### config.mk
export PLATFORM = sky130hd
export DESIGN_NAME = decimal_range_prime_filter
export DESIGN_NICKNAME = d
export VERILOG_FILES = /design/src/rtl/drpf_pkg.sv /design/src/rtl/drpf_rem_unit.sv /design/src/rtl/decimal_range_prime_filter.sv
export SDC_FILE = /design/constraint.sdc
export NUM_CORES = 1
export LEC_CHECK = 0
export ABC_CLOCK_PERIOD_IN_PS = 3600
export BUFFER_PORTS_ARGS = -buffer_cell sky130_fd_sc_hd__buf_2
export CORE_MARGIN = 2
export CORE_UTILIZATION = 40
export CTS_CLUSTER_DIAMETER = 100
export DETAILED_ROUTE_END_ITERATION = 12
export SYNTH_ARGS = -nofsm -noshare
export SYNTH_HDL_FRONTEND = slang
export SYNTH_SLANG_ARGS = --single-unit
export TNS_END_PERCENT = 50
### constraint.sdc
create_clock -name clk -period 3.6 [get_ports clk]
set_clock_uncertainty 0.1 [all_clocks]
set_input_delay 0.36 -clock clk [delete_from_list [all_inputs] [get_ports clk]]
set_output_delay 0.36 -clock clk [all_outputs]
set_load 0.005 [all_outputs]
### src/rtl/drpf_pkg.sv
// Shared widths, configuration codes and handshake types for the decimal range prime filter.
package drpf_pkg;

	localparam int NUM_W      = 30;
	localparam int DIGIT_W    = 4;
	localparam int CNT_W      = 4;
	localparam int DIV_W      = 16;
	localparam int SQ_W       = 32;
	localparam int CFG_IDX_W  = 1;

	localparam int MAX_DIGITS_DEF = 9;

	localparam logic [NUM_W-1:0]   LOW_BOUND_RST  = NUM_W'(0);
	localparam logic [NUM_W-1:0]   HIGH_BOUND_RST = NUM_W'(999999999);
	localparam logic [DIGIT_W-1:0] DIGIT_MAX      = DIGIT_W'(9);

	localparam logic [CFG_IDX_W-1:0] CFG_LOW_BOUND  = CFG_IDX_W'(0);
	localparam logic [CFG_IDX_W-1:0] CFG_HIGH_BOUND = CFG_IDX_W'(1);

	typedef struct packed {
		logic             start;
		logic [NUM_W-1:0] dividend;
		logic [DIV_W-1:0] divisor;
	} rem_req_t;

	typedef struct packed {
		logic             done;
		logic [DIV_W-1:0] remainder;
	} rem_rsp_t;

endpackage

### src/rtl/drpf_rem_unit.sv
// Restoring remainder unit that retires one dividend bit per cycle.
module drpf_rem_unit
	import drpf_pkg::*;
(
	input  logic     clk,
	input  logic     arst_n,
	input  rem_req_t req,
	output rem_rsp_t rsp
);

	localparam int STEP_W = $clog2(NUM_W);

	logic              busy_q;
	logic              done_q;
	logic [STEP_W-1:0] step_q;
	logic [NUM_W-1:0]  shift_q;
	logic [DIV_W-1:0]  divisor_q;
	logic [DIV_W-1:0]  rem_q;
	logic [DIV_W:0]    trial;
	logic [DIV_W:0]    trial_sub;

	always_comb begin
		trial     = {rem_q, shift_q[NUM_W-1]};
		trial_sub = trial - {1'b0, divisor_q};
	end

	always_ff @(posedge clk or negedge arst_n) begin
		if (!arst_n) begin
			busy_q <= 1'b0;
			done_q <= 1'b0;
			step_q <= '0;
		end else begin
			done_q <= 1'b0;
			if (req.start) begin
				busy_q <= 1'b1;
				step_q <= '0;
			end else if (busy_q) begin
				step_q <= step_q + STEP_W'(1);
				if (step_q == STEP_W'(NUM_W - 1)) begin
					busy_q <= 1'b0;
					done_q <= 1'b1;
				end
			end
		end
	end

	always_ff @(posedge clk) begin
		if (req.start) begin
			shift_q   <= req.dividend;
			divisor_q <= req.divisor;
			rem_q     <= '0;
		end else if (busy_q) begin
			shift_q <= {shift_q[NUM_W-2:0], 1'b0};
			if (trial >= {1'b0, divisor_q}) begin
				rem_q <= trial_sub[DIV_W-1:0];
			end else begin
				rem_q <= trial[DIV_W-1:0];
			end
		end
	end

	assign rsp.done      = done_q;
	assign rsp.remainder = rem_q;

endmodule

### src/rtl/decimal_range_prime_filter.sv
// Top level: decimal digit accumulator, range check and trial division sequencer.
//
//   channel   direction  handshake                  payload
//   digit     in         digit_valid / digit_stall  digit, last_digit
//   result    out        result_valid / result_stall number_value, passed, overflowed
//   cfg       in         cfg_valid / cfg_ready      cfg_index, cfg_data
//
// A digit that does not end the number is accumulated without stalling the digit channel.
// A last digit stalls the digit channel while the number is range-checked and tested by
// trial division, one divisor at a time through the one-bit-per-cycle remainder unit, and
// until its verdict enters the output register.
// Reset clears the accumulator and loads the bound registers; there is no clearing pass.
// A stalled result waits in its output register while new digits keep being taken.
module decimal_range_prime_filter
	import drpf_pkg::*;
#(
	parameter int MAX_DIGITS = MAX_DIGITS_DEF
) (
	input  logic                 clk,
	input  logic                 arst_n,
	input  logic                 digit_valid,
	output logic                 digit_stall,
	input  logic [DIGIT_W-1:0]   digit,
	input  logic                 last_digit,
	output logic                 result_valid,
	input  logic                 result_stall,
	output logic [NUM_W-1:0]     number_value,
	output logic                 passed,
	output logic                 overflowed,
	input  logic                 cfg_valid,
	output logic                 cfg_ready,
	input  logic [CFG_IDX_W-1:0] cfg_index,
	input  logic [NUM_W-1:0]     cfg_data
);

	localparam logic [2:0] S_IDLE  = 3'd0;
	localparam logic [2:0] S_CHECK = 3'd1;
	localparam logic [2:0] S_TEST  = 3'd2;
	localparam logic [2:0] S_DIV   = 3'd3;
	localparam logic [2:0] S_DONE  = 3'd4;

	logic [2:0]         state_q;
	logic [NUM_W-1:0]   low_q;
	logic [NUM_W-1:0]   high_q;
	logic [NUM_W-1:0]   acc_q;
	logic [CNT_W-1:0]   cnt_q;
	logic [NUM_W-1:0]   num_q;
	logic               over_q;
	logic               pass_q;
	logic [DIV_W-1:0]   div_q;
	logic [SQ_W-1:0]    sq_q;
	logic               res_valid_q;
	logic [NUM_W-1:0]   res_num_q;
	logic               res_pass_q;
	logic               res_over_q;

	logic               digit_acc;
	logic [DIGIT_W-1:0] dig_clamped;
	logic [NUM_W-1:0]   acc_next;
	logic [CNT_W-1:0]   cnt_next;
	logic               out_free;
	logic               in_range;
	rem_req_t           rem_req;
	rem_rsp_t           rem_rsp;

	assign digit_stall  = (state_q != S_IDLE);
	assign digit_acc    = digit_valid && !digit_stall;
	assign cfg_ready    = 1'b1;
	assign out_free     = !res_valid_q || !result_stall;
	assign in_range     = (num_q >= low_q) && (num_q <= high_q) && (num_q >= NUM_W'(2));

	always_comb begin
		dig_clamped = (digit > DIGIT_MAX) ? DIGIT_MAX : digit;
		if (cnt_q < CNT_W'(MAX_DIGITS)) begin
			acc_next = NUM_W'({acc_q, 3'b000}) + NUM_W'({acc_q, 1'b0})
				+ NUM_W'(dig_clamped);
			cnt_next = cnt_q + CNT_W'(1);
		end else begin
			acc_next = acc_q;
			cnt_next = CNT_W'(MAX_DIGITS + 1);
		end
	end

	assign rem_req.start    = (state_q == S_TEST) && (sq_q <= SQ_W'(num_q));
	assign rem_req.dividend = num_q;
	assign rem_req.divisor  = div_q;

	drpf_rem_unit u_rem (
		.clk    (clk),
		.arst_n (arst_n),
		.req    (rem_req),
		.rsp    (rem_rsp)
	);

	always_ff @(posedge clk or negedge arst_n) begin
		if (!arst_n) begin
			low_q  <= LOW_BOUND_RST;
			high_q <= HIGH_BOUND_RST;
		end else if (cfg_valid && cfg_ready) begin
			unique case (cfg_index)
				CFG_LOW_BOUND:  low_q  <= cfg_data;
				CFG_HIGH_BOUND: high_q <= cfg_data;
			endcase
		end
	end

	always_ff @(posedge clk or negedge arst_n) begin
		if (!arst_n) begin
			state_q     <= S_IDLE;
			acc_q       <= '0;
			cnt_q       <= '0;
			res_valid_q <= 1'b0;
		end else begin
			if (res_valid_q && !result_stall && (state_q != S_DONE)) begin
				res_valid_q <= 1'b0;
			end
			unique case (state_q)
				S_IDLE: begin
					if (digit_acc) begin
						if (last_digit) begin
							acc_q   <= '0;
							cnt_q   <= '0;
							state_q <= S_CHECK;
						end else begin
							acc_q <= acc_next;
							cnt_q <= cnt_next;
						end
					end
				end
				S_CHECK: begin
					state_q <= (!over_q && in_range) ? S_TEST : S_DONE;
				end
				S_TEST: begin
					state_q <= (sq_q > SQ_W'(num_q)) ? S_DONE : S_DIV;
				end
				S_DIV: begin
					if (rem_rsp.done) begin
						state_q <= (rem_rsp.remainder == '0) ? S_DONE : S_TEST;
					end
				end
				S_DONE: begin
					if (out_free) begin
						res_valid_q <= 1'b1;
						state_q     <= S_IDLE;
					end
				end
				default: state_q <= S_IDLE;
			endcase
		end
	end

	always_ff @(posedge clk) begin
		unique case (state_q)
			S_IDLE: begin
				if (digit_acc && last_digit) begin
					num_q  <= acc_next;
					over_q <= (cnt_next > CNT_W'(MAX_DIGITS));
				end
			end
			S_CHECK: begin
				pass_q <= 1'b0;
				div_q  <= DIV_W'(2);
				sq_q   <= SQ_W'(4);
			end
			S_TEST: begin
				if (sq_q > SQ_W'(num_q)) begin
					pass_q <= 1'b1;
				end
			end
			S_DIV: begin
				if (rem_rsp.done && (rem_rsp.remainder != '0)) begin
					div_q <= div_q + DIV_W'(1);
					sq_q  <= sq_q + SQ_W'({div_q, 1'b1});
				end
			end
			S_DONE: begin
				if (out_free) begin
					res_num_q  <= num_q;
					res_pass_q <= pass_q;
					res_over_q <= over_q;
				end
			end
			default: ;
		endcase
	end

	assign result_valid = res_valid_q;
	assign number_value = res_num_q;
	assign passed       = res_pass_q;
	assign overflowed   = res_over_q;

endmodule

==> results of run 1 <==
[cells by family after synthesis]
family	synth area share [%]
other cells	0.02256
xor+xnor	4.163
simple gates	12.06
mux	4.938
fa+ha+maj	14.11
buf+inv	4.321
flops	46.44
compound gates	13.96
[cell type report]
class	count	area, um2
Fill cell	3776	21310
Clock buffer	45	953.4
Inverter	134	503.0
Multi-Input combinational cell	1127	8290
Sequential cell	279	7719
Tap cell	532	665.6
Timing Repair Buffer	170	1221
Clock inverter	16	264.0
[cells in the final DEF (no fill, tap or decap), drive strengths merged, types with 31 or more instances in the layout]
master,instances
xnor2,35
inv,135
edfxtp,158
dlygate4sd3,31
o21ai,118
ha,181
a21oi,99
clkbuf,45
nor2,119
dfrtp,84
buf,139
nand2,142
xor2,44
mux2,61
nand4,36
[synthesized netlist by cell type, types with 5 or more instances]
master,number
and4_1,5
dfrtp_1,84
nand2b_1,19
nand3_1,19
a21o_1,29
nor2_1,119
clkbuf_1,37
nand4_1,36
xor2_1,44
nor3_1,16
nor2b_1,22
a211oi_1,24
a21oi_1,98
edfxtp_1,158
and2_1,6
ha_1,181
o211ai_1,10
mux2_2,36
a31oi_1,12
or3_1,7
xnor2_1,35
o21ai_0,109
o21ai_1,9
nand2_1,142
a22o_1,18
inv_1,133
dfxtp_1,16
and3_1,9
dfstp_2,21
o221ai_1,5
nor4_1,11
o22ai_1,6
o21a_1,7
mux2_4,25
[critical path: cells and delay by family, from the launching register on]
kind | cells | cell delay, ns
buffers and inverters | 3 | 0.29
xor gates and xnor gates | 1 | 0.21
AOI/OAI and AO/OA | 8 | 1.27
DFF | 1 | 0.34
adders and majority gates | 2 | 0.95
[sequential cells by signal, indices dropped and copies added (netlist names)]
signal	flops
u_rem.busy_q	1
u_rem.divisor_q	16
high_q	30
overflowed	1
div_q	16
u_rem.shift_q	30
low_q	30
u_rem.rem_q	16
num_q	30
number_value	30
passed	1
over_q	1
u_rem.step_q	5
sq_q	32
result_valid	1
state_q	3
cnt_q	4
pass_q	1
acc_q	30
u_rem.done_q	1
[metrics by stage]
stage	util, %	worst slack, ns	cells	instance area, um2	hold slack (ns)
2_1_floorplan	-	0.007718	1587	16620	-0.03559
3_5_place_dp	43.98	-0.1392	2208	18000	0.3079
4_1_cts	47.74	-0.06493	2300	19540	0.06574
3_3_place_gp	43.98	-0.06015	2208	18000	0.3025
6_report	47.93	0.1780	2303	19620	0.09312
5_1_grt	47.93	-0.03261	2303	19620	0.07801
[routing by layer]
layer / track usage (%) / wire length, um / vias to the layer above
li1: - / - / 6062
met1: 26.56 / 19220 / 5914
met2: 30.97 / 19120 / 271
met3: 3.510 / 2167 / 79
met4: 6.970 / 1289 / 0
met5: 0 / 0 / -
[repair_timing]
item,in CTS,in global routing
endpoints found under the setup margin,5,19
pin swaps,0,4
buffers inserted,0,3
hold endpoints to repair,101,0
gates resized for setup,2,14
hold buffers,31,0
[power by group through the flow]
| stage | combinational, uW | clock [uW] | sequential [uW] |
|---|---|---|---|
| 2_1_floorplan | 3500 | 0 | 4780 |
| 3_3_place_gp | 4870 | 0 | 4930 |
| 3_5_place_dp | 5000 | 0 | 4940 |
| 4_1_cts | 5060 | 3860 | 4890 |
| 5_1_grt | 5730 | 3970 | 4970 |
| 6_report | 5090 | 3770 | 4890 |
[path summary, 6_finish.rpt]
path	endpoint	slack, ns
min in group asynchronous	low_q[9]	0.36
min reg2reg	passed	0.31
max reg2reg	num_q[26]	0.18
max	num_q[26]	0.18
max in group asynchronous	high_q[24]	2.24
min	result_valid	0.09
==> impl_metrics.csv, run 1 <==
group,metric,value,unit
drt,drtIter0Drc,841,
setup_path,worstSetupStartpointType,"register",
logic_synthesis,synth.area.top_cells,"edfxtp_1 29%, ha_1 14%, dfrtp_1 13%",
min_path,hold_depth,3,
logic_synthesis,synth_seq_area_share,46.44,%
place,detailed_place_hpwl,30390,um
drt,num_vias,12330,
cts,clkLatencyLatePin,0.54,ns
cts,ctsLongestPathBuffers,3,
sta,min_period,3.422,ns
power_and_ir_drop,switchingPower,4950,uW
min_path,hp-start,"result_stall",
grt,grt_max_degree,62,
sta,tightest_slew,0.9514,ns
cts,numCtsBuffers,34,
drt,vias_per_cell,5.352,
logic_synthesis,synth.avg_cell_area,10.47,um2
cts,clkTransAtPathRegs,0.06,ns
drt,ant_nets,0,
place,io_buffers,74,
min_path,hold_class,"in -> reg",
floorplan,die_area,0.04320,mm2
setup_path,setup.worst_path.end_class,"register",
power_and_ir_drop,p_seq_share,35.6,%
setup_path,cpMostUsedCell,"o21ai_2",
floorplan,start_util,40.62,%
floorplan,core-area,0.04092,mm2
logic_synthesis,yosysWarnings,0,
setup_path,worstSetupPathType,"reg -> reg",
cts,ctsRootBufferMaster,"clkbuf_16",
floorplan,die_h,207.9,um
power_and_ir_drop,powerDensity,700.9,mW/mm2
cts,cts_tree,"done",
cells_and_area,diodes,0,
grt,antenna_found_initial,0,
drt,post-route-drc-count,0,
logic_synthesis,syn_area,0.01662,mm2
power_and_ir_drop,internal-power,8799,uW
drt,drtPass1Iterations,5,
floorplan,row_count,74,
setup_path,worst_ep_arrival_time,3.60,ns
run_status,outcome,"complete, no violations",
sta,finalHoldViolCount,0,
logic_synthesis,ys_ff_latch,279,
grt,grt_pass1_vias,12060,
sta,tns,0,ns
drt,routedWlPerCell,18.15,um
logic_synthesis,synth_top_cell_area_share,28.54,%
job,max-cap-violations,0,
setup_path,crit_slowest_cell,"fa_1",
logic_synthesis,synth_edf_count,158,
sta,relSlewSlack,36.38,%
floorplan,die_w,207.9,um
sta,fmax,292.2,MHz
grt,track_usage,19.45,%
logic_synthesis,ys.flop_type,"edfxtp_1",
setup_path,required,3.78,ns
setup_path,reg2reg_depth,14,
sta,setup_viol,0,
cells_and_area,drive_above_1_share,17.33,%
logic_synthesis,synthDistinctLibCells,76,
drt,routed_wl,41800,um
setup_path,crit_chain,"inv_1 > fa_1 > inv_1 > fa_2 > a211oi_2 > buf_4 > o21ai_2 > a41oi_2 > o21ai_2 > a31oi_2 > o21ai_2 > a21oi_2 > xor2_1 > o21ai_1",
power_and_ir_drop,combPwrFrac,37.0,%
cts,clock_sinks,279,
logic_synthesis,async_flop_share,37.63,%
sta,drv_slew,0,
cells_and_area,nNetsFinal,1972,
setup_path,crit_start,"acc_q[0]",
power_and_ir_drop,finalPower,13750,uW
cts,htreeDepth,2,
logic_synthesis,synth_top_area_cell,"edfxtp_1",
place,place.gp.congestion,0.9125,
grt,grt_pass1_wl,66520,um
logic_synthesis,synth.net_count,1813,
cells_and_area,area_growth,18.01,%
setup_path,cp_max_fo,3,
power_and_ir_drop,max-vdd-ir-drop,0.0003995,V
setup_path,cp_slowest_stage_delay,0.54,ns
sta,finalCritPeriodShare,95.06,%
power_and_ir_drop,leakage,0.008600,uW
floorplan,ios,76,
power_and_ir_drop,clkPwrFrac,27.4,%
setup_path,r2r-start,"acc_q[0]",
logic_synthesis,syn_inst,1587,
power_and_ir_drop,power_switching_share,36.01,%
grt,grt-ovfl-total,0,
Note: power is estimated with default switching activity, not from simulation.
==> run 2, diff against run 1 <==
- ABC_CLOCK_PERIOD_IN_PS: 3600 -> 4019
- clock period: 3.6 -> 4.02 ns (I/O delays scaled with it)
==> impl_metrics.csv, run 2 (same netlist as run 1, synthesis figures left out) <==
group,metric,value,unit
grt,track_usage,19.17,%
sta,finalHoldViolCount,0,
cells_and_area,final_core_util,47.11,%
place,detailed_place_hpwl,29630,um
floorplan,row_count,74,
grt,grt-ovfl-total,0,
floorplan,start_util,40.62,%
sta,relSlewSlack,24.50,%
floorplan,ios,76,
cts,numCtsBuffers,34,
cells_and_area,drive_above_1_share,15.93,%
sta,fmax,268.2,MHz
cells_and_area,nNetsFinal,1940,
cells_and_area,largest_register_ffs,32,
cells_and_area,design_area,0.01928,mm2
run_status,outcome,"complete, no violations",
sta,min_period,3.729,ns
setup_path,rrSetupSlack,0.29,ns
setup_path,worst_ep_arrival_time,4.05,ns
drt,post-route-drc-count,0,
drt,routed_wl,41090,um
grt,grt_max_degree,49,
setup_path,required,4.34,ns
drt,num_vias,12270,
sta,drv_slew,0,
place,place.gp.congestion,0.8716,
grt,grt_pass1_vias,12220,
power_and_ir_drop,powerDensity,632.5,mW/mm2
drt,ant_nets,0,
sta,setup_viol,0,
floorplan,die_area,0.04320,mm2
cells_and_area,fillers,3741,
sta,tightest_slew,1.129,ns
drt,drtPass1Iterations,7,
setup_path,worstSetupPathType,"reg -> reg",
cts,ctsLongestPathBuffers,3,
sta,finalCritPeriodShare,92.76,%
setup_path,setup.worst_path.end_class,"register",
place,io_buffers,74,
place,post_dp_cell_area,0.01783,mm2
grt,grt_pass1_wl,66310,um
cells_and_area,layout_commonest_cell,"ha_1",
cts,clock_sinks,279,
cts,ctsRootBufferMaster,"clkbuf_16",
grt,antenna_found_initial,0,
power_and_ir_drop,leakage,0.008438,uW
setup_path,cp_max_fo,3,
cells_and_area,diodes,0,
cells_and_area,regMostFlops,"sq_q",
floorplan,core-area,0.04092,mm2
drt,drtIter0Drc,617,
drt,routedWlPerCell,18.09,um
cells_and_area,area_growth,15.98,%
floorplan,die_w,207.9,um
floorplan,die_h,207.9,um
cts,htreeDepth,2,
setup_path,worstSetupStartpointType,"register",
drt,vias_per_cell,5.401,
sta,rsz0062_at_grt,"no",
sta,tns,0,ns
job,max-cap-violations,0,
cts,clkLatencyLatePin,0.54,ns
power_and_ir_drop,max-vdd-ir-drop,0.0002864,V
cts,clkTransAtPathRegs,0.06,ns
cells_and_area,final_cell_mix,"181 x ha_1, 158 x edfxtp_1, 142 x nand2_1",
cts,cts_tree,"done",
min_path,hold_class,"in -> reg",
==> run 2: cell count changes in the layout (fill, tap and decap cells not counted), moves of 2 or more <==
cell	before	now
buf_4	62	44
dlygate4sd3_1	31	20
o21ai_1	7	9
a21oi_1	93	95
clkbuf_1	6	4
a21oi_2	4	2
clkinvlp_4	1	3
o21ai_2	3	0
buf_12	4	1
==> run 2: worst paths after layout <==
path,from,endpoint,cells past startpoint
setup / recovery,acc_q[0],acc_q[24],13
hold / removal,cfg_data[10],low_q[10],3
setup reg to reg,acc_q[0],acc_q[24],13
hold reg to reg,pass_q,passed,0
max in group asynchronous,arst_n,acc_q[20],3
min in group asynchronous,arst_n,low_q[9],2
==> run 2: final cells by class <==
type | count | area, um2 | area share, %
clock inverter | 18 | 295.3 | 1.532
timing repair buffer | 138 | 915.9 | 4.751
inverter | 134 | 503.0 | 2.609
sequential | 279 | 7719 | 40.04
clock buffer | 43 | 945.9 | 4.907
tap | 532 | 665.6 | 3.453
multi-input combinational | 1127 | 8234 | 42.71
==> run 2: repair_timing <==
item,4_1_cts,5_1_grt
setup buffers,0,0
endpoints found under the setup margin,0,4
endpoints found under the hold margin,53,0
hold buffers,20,0
resized for setup,0,2
==> run 2: report_power, final <==
group	internal (uW)	total [uW]	leakage, uW	switching [uW]
clock network	2130	3400	0.000603	1260
registers	3840	4400	0.00290	560
logic	1830	4400	0.00494	2570
==> run 2: critical path, stage by stage, from the launching register on <==
cell and delay (ns):
dfrtp_1 0.36, inv_1 0.08, fa_1 0.53, inv_1 0.07, fa_1 0.48, a211oi_2 0.26
o21ai_1 0.18, a21boi_0 0.39, o211ai_1 0.19, a211oi_2 0.31, o21ai_1 0.14, xnor2_1 0.21
o21ai_1 0.11, a22o_1 0.19
==> run 2: metrics by stage <==
stage / setup slack (ns) / power, uW / hold slack [ns] / cells
after floorplan: 0.4277 / 7412 / 0.006409 / 1587
after global placement: 0.1345 / 8683 / 0.3088 / 2190
after global routing: 0.06613 / 13040 / 0.02106 / 2271
after CTS: 0.09373 / 12280 / 0.004844 / 2271
final: 0.2909 / 12190 / 0.01726 / 2271
after detailed placement: 0.1063 / 8790 / 0.3064 / 2190
==> run 2: per-layer routing <==
layer / global-route usage [%] / up-vias / share of wire [%]
li1: - / 6002 / -
met1: 26.22 / 5868 / 46
met2: 30.99 / 311 / 45
met3: 2.784 / 84 / 5.1
met4: 6.945 / 0 / 3.4
met5: 0 / - / 0
==> run 3, diff against run 2 <==
- CTS_BUF_LIST: unset -> sky130_fd_sc_hd__clkbuf_8
- GPL_ROUTABILITY_DRIVEN: unset -> 0
==> impl_metrics.csv, run 3 (same netlist as run 1, synthesis figures left out) <==
group,metric,value,unit
run_status,outcome,"complete, no violations",
floorplan,die_area,0.04320,mm2
drt,num_vias,12290,
cts,clock_sinks,279,
job,max-cap-violations,0,
cts,htreeDepth,2,
setup_path,cp_max_fo,3,
setup_path,r2r-start,"acc_q[0]",
power_and_ir_drop,leakage,0.008460,uW
sta,setup_viol,0,
sta,finalHoldViolCount,0,
grt,grt_pass1_vias,12310,
cts,clkLatencyLatePin,0.62,ns
cts,numCtsBuffers,50,
power_and_ir_drop,internal-power,7230,uW
cells_and_area,regMostFlops,"sq_q",
cells_and_area,area_growth,15.54,%
drt,met3RoutedLength,1875,um
cells_and_area,final_cell_mix,"181 x ha_1, 158 x edfxtp_1, 143 x inv_1",
grt,grt_max_degree,49,
drt,routedWlPerCell,17.84,um
floorplan,core-area,0.04092,mm2
setup_path,path_buf_inv,2,
grt,antenna_found_initial,0,
cells_and_area,layout_commonest_cell,"ha_1",
floorplan,ios,76,
setup_path,crit_start,"acc_q[0]",
setup_path,reg2reg_depth,13,
power_and_ir_drop,clkPwrFrac,24.1,%
setup_path,cp_slowest_stage_delay,0.53,ns
sta,min_period,3.718,ns
sta,setup_ws,0.3017,ns
setup_path,worstSetupStartpointType,"register",
grt,grt-ovfl-total,0,
min_path,hold_depth,2,
power_and_ir_drop,finalPower,11610,uW
setup_path,crit_chain,"inv_1 > fa_1 > inv_1 > fa_1 > a211oi_2 > o21ai_1 > a41oi_2 > o21ai_1 > a31oi_1 > o21ai_1 > a21oi_1 > xor2_1 > o21ai_0",
setup_path,crit_slowest_cell,"fa_1",
min_path,hold_end,"overflowed",
drt,vias_per_cell,5.310,
power_and_ir_drop,switchingPower,4380,uW
floorplan,row_count,74,
sta,rsz0062_at_grt,"no",
setup_path,worstSetupPathType,"reg -> reg",
place,post-place-ws,0.1063,ns
grt,grt_pass1_wl,66740,um
place,post_dp_cell_area,0.01783,mm2
cells_and_area,design_area,0.01921,mm2
sta,tns,0,ns
setup_path,r2r_end,"num_q[26]",
setup_path,required,4.28,ns
power_and_ir_drop,p_seq_share,37.9,%
drt,top_layer,"met4",
place,dp.cells,2190,
floorplan,die_h,207.9,um
drt,routed_wl,41310,um
cts,cts_tree,"done",
grt,track_usage,19.36,%
sta,drv_slew,0,
cells_and_area,stdcell_count,2315,
cells_and_area,fillers,3765,
sta,relSlewSlack,24.97,%
cells_and_area,drive_above_1_share,16.55,%
cells_and_area,regArea,0.007719,mm2
drt,ant_nets,0,
sta,fmax,268.9,MHz
drt,drtIter0Drc,742,
setup_path,setup.worst_path.end_class,"register",
cells_and_area,nNetsFinal,1967,
power_and_ir_drop,combPwrFrac,38.0,%
power_and_ir_drop,max-vdd-ir-drop,0.0002828,V
drt,drtPass1Iterations,5,
setup_path,cpMostUsedCell,"o21ai_1",
setup_path,rrSetupSlack,0.30,ns
drt,post-route-drc-count,0,
cells_and_area,multi_input_area,0.008229,mm2
floorplan,die_w,207.9,um
power_and_ir_drop,powerDensity,604.5,mW/mm2
power_and_ir_drop,power_switching_share,37.73,%
setup_path,worst_path_dominant_cell_family,"compound AO/OA/AOI/OAI gates",
floorplan,start_util,40.62,%
sta,tightest_slew,1.122,ns
place,detailed_place_hpwl,29630,um
drt,met1_length,19230,um
cts,clkTransAtPathRegs,0.07,ns
cells_and_area,diodes,0,
cells_and_area,largest_register_ffs,32,
min_path,hold_class,"in -> reg",
min_path,hp-start,"result_stall",
place,io_buffers,74,
setup_path,worst_ep_arrival_time,3.98,ns
drt,wl_met2,18960,um
cts,ctsLongestPathBuffers,3,
sta,finalCritPeriodShare,92.50,%
cts,cts_setup_buffers,0,
cts,ctsRootBufferMaster,"clkbuf_8",
## run 3: cell count changes in the layout (fill, tap and decap cells not counted), moves of 3 or more
cell,delta
clkinv_1,+8
dlygate4sd3_1,+11
clkbuf_16,-35
clkbuf_1,-4
clkinv_2,+3
bufinv_16,-4
inv_1,+10
clkbuf_8,+56
## run 3: cell type report
type                       count  area share [%]
inverter                     134           2.619
tap                          532           3.466
sequential                   279           40.19
clock buffer                  60           4.300
clock inverter                34           1.238
timing repair buffer         149           5.342
multi-input combinational   1127           42.85
## run 3: power by group through the flow
stage | clock [uW] | sequential (uW) | combinational, uW
after detailed placement | 0 | 4440 | 4350
after CTS | 2890 | 4400 | 4410
after global placement | 0 | 4430 | 4260
after floorplan | 0 | 4280 | 3130
after global routing | 3020 | 4470 | 4990
final | 2800 | 4400 | 4410
## run 3: worst max path at each step
stage                     slack [ns]  cells after the start         to
final                           0.30                     13  num_q[26]
after global routing            0.06                     13  num_q[26]
after CTS                       0.14                     13  acc_q[24]
after detailed placement        0.11                     14  acc_q[24]
after global placement          0.13                     14  acc_q[24]
after floorplan                 0.43                      3   div_q[0]
## run 3: worst reg2reg max path, delay by kind of cell, from the launching register on
family	cells	cell delay [ns]
xor+xnor	1	0.21
buf+inv	2	0.15
fa+ha+maj	2	1.01
compound gates	8	1.64
flops	1	0.36
## run 3: timing repair
action                                  in CTS  in global routing
hold buffers                                31                  0
endpoints found under the setup margin       0                  4
gates resized for setup                      0                  2
hold endpoints to repair                    93                  0
## run 3: through the flow
step	utilization, %	hold WS (ns)
6_report	46.93	0.07524
5_1_grt	46.93	0.05463
2_1_floorplan	-	0.006409
3_3_place_gp	43.56	0.3088
3_5_place_dp	43.56	0.3064
4_1_cts	46.92	0.02403
## run 3: metal layers
| layer | vias to the layer above | track usage (%) |
|---|---|---|
| met1 | 5889 | 26.33 |
| met3 | 72 | 2.844 |
| li1 | 6057 | - |
| met4 | 0 | 6.750 |
| met2 | 275 | 31.55 |
| met5 | - | 0 |
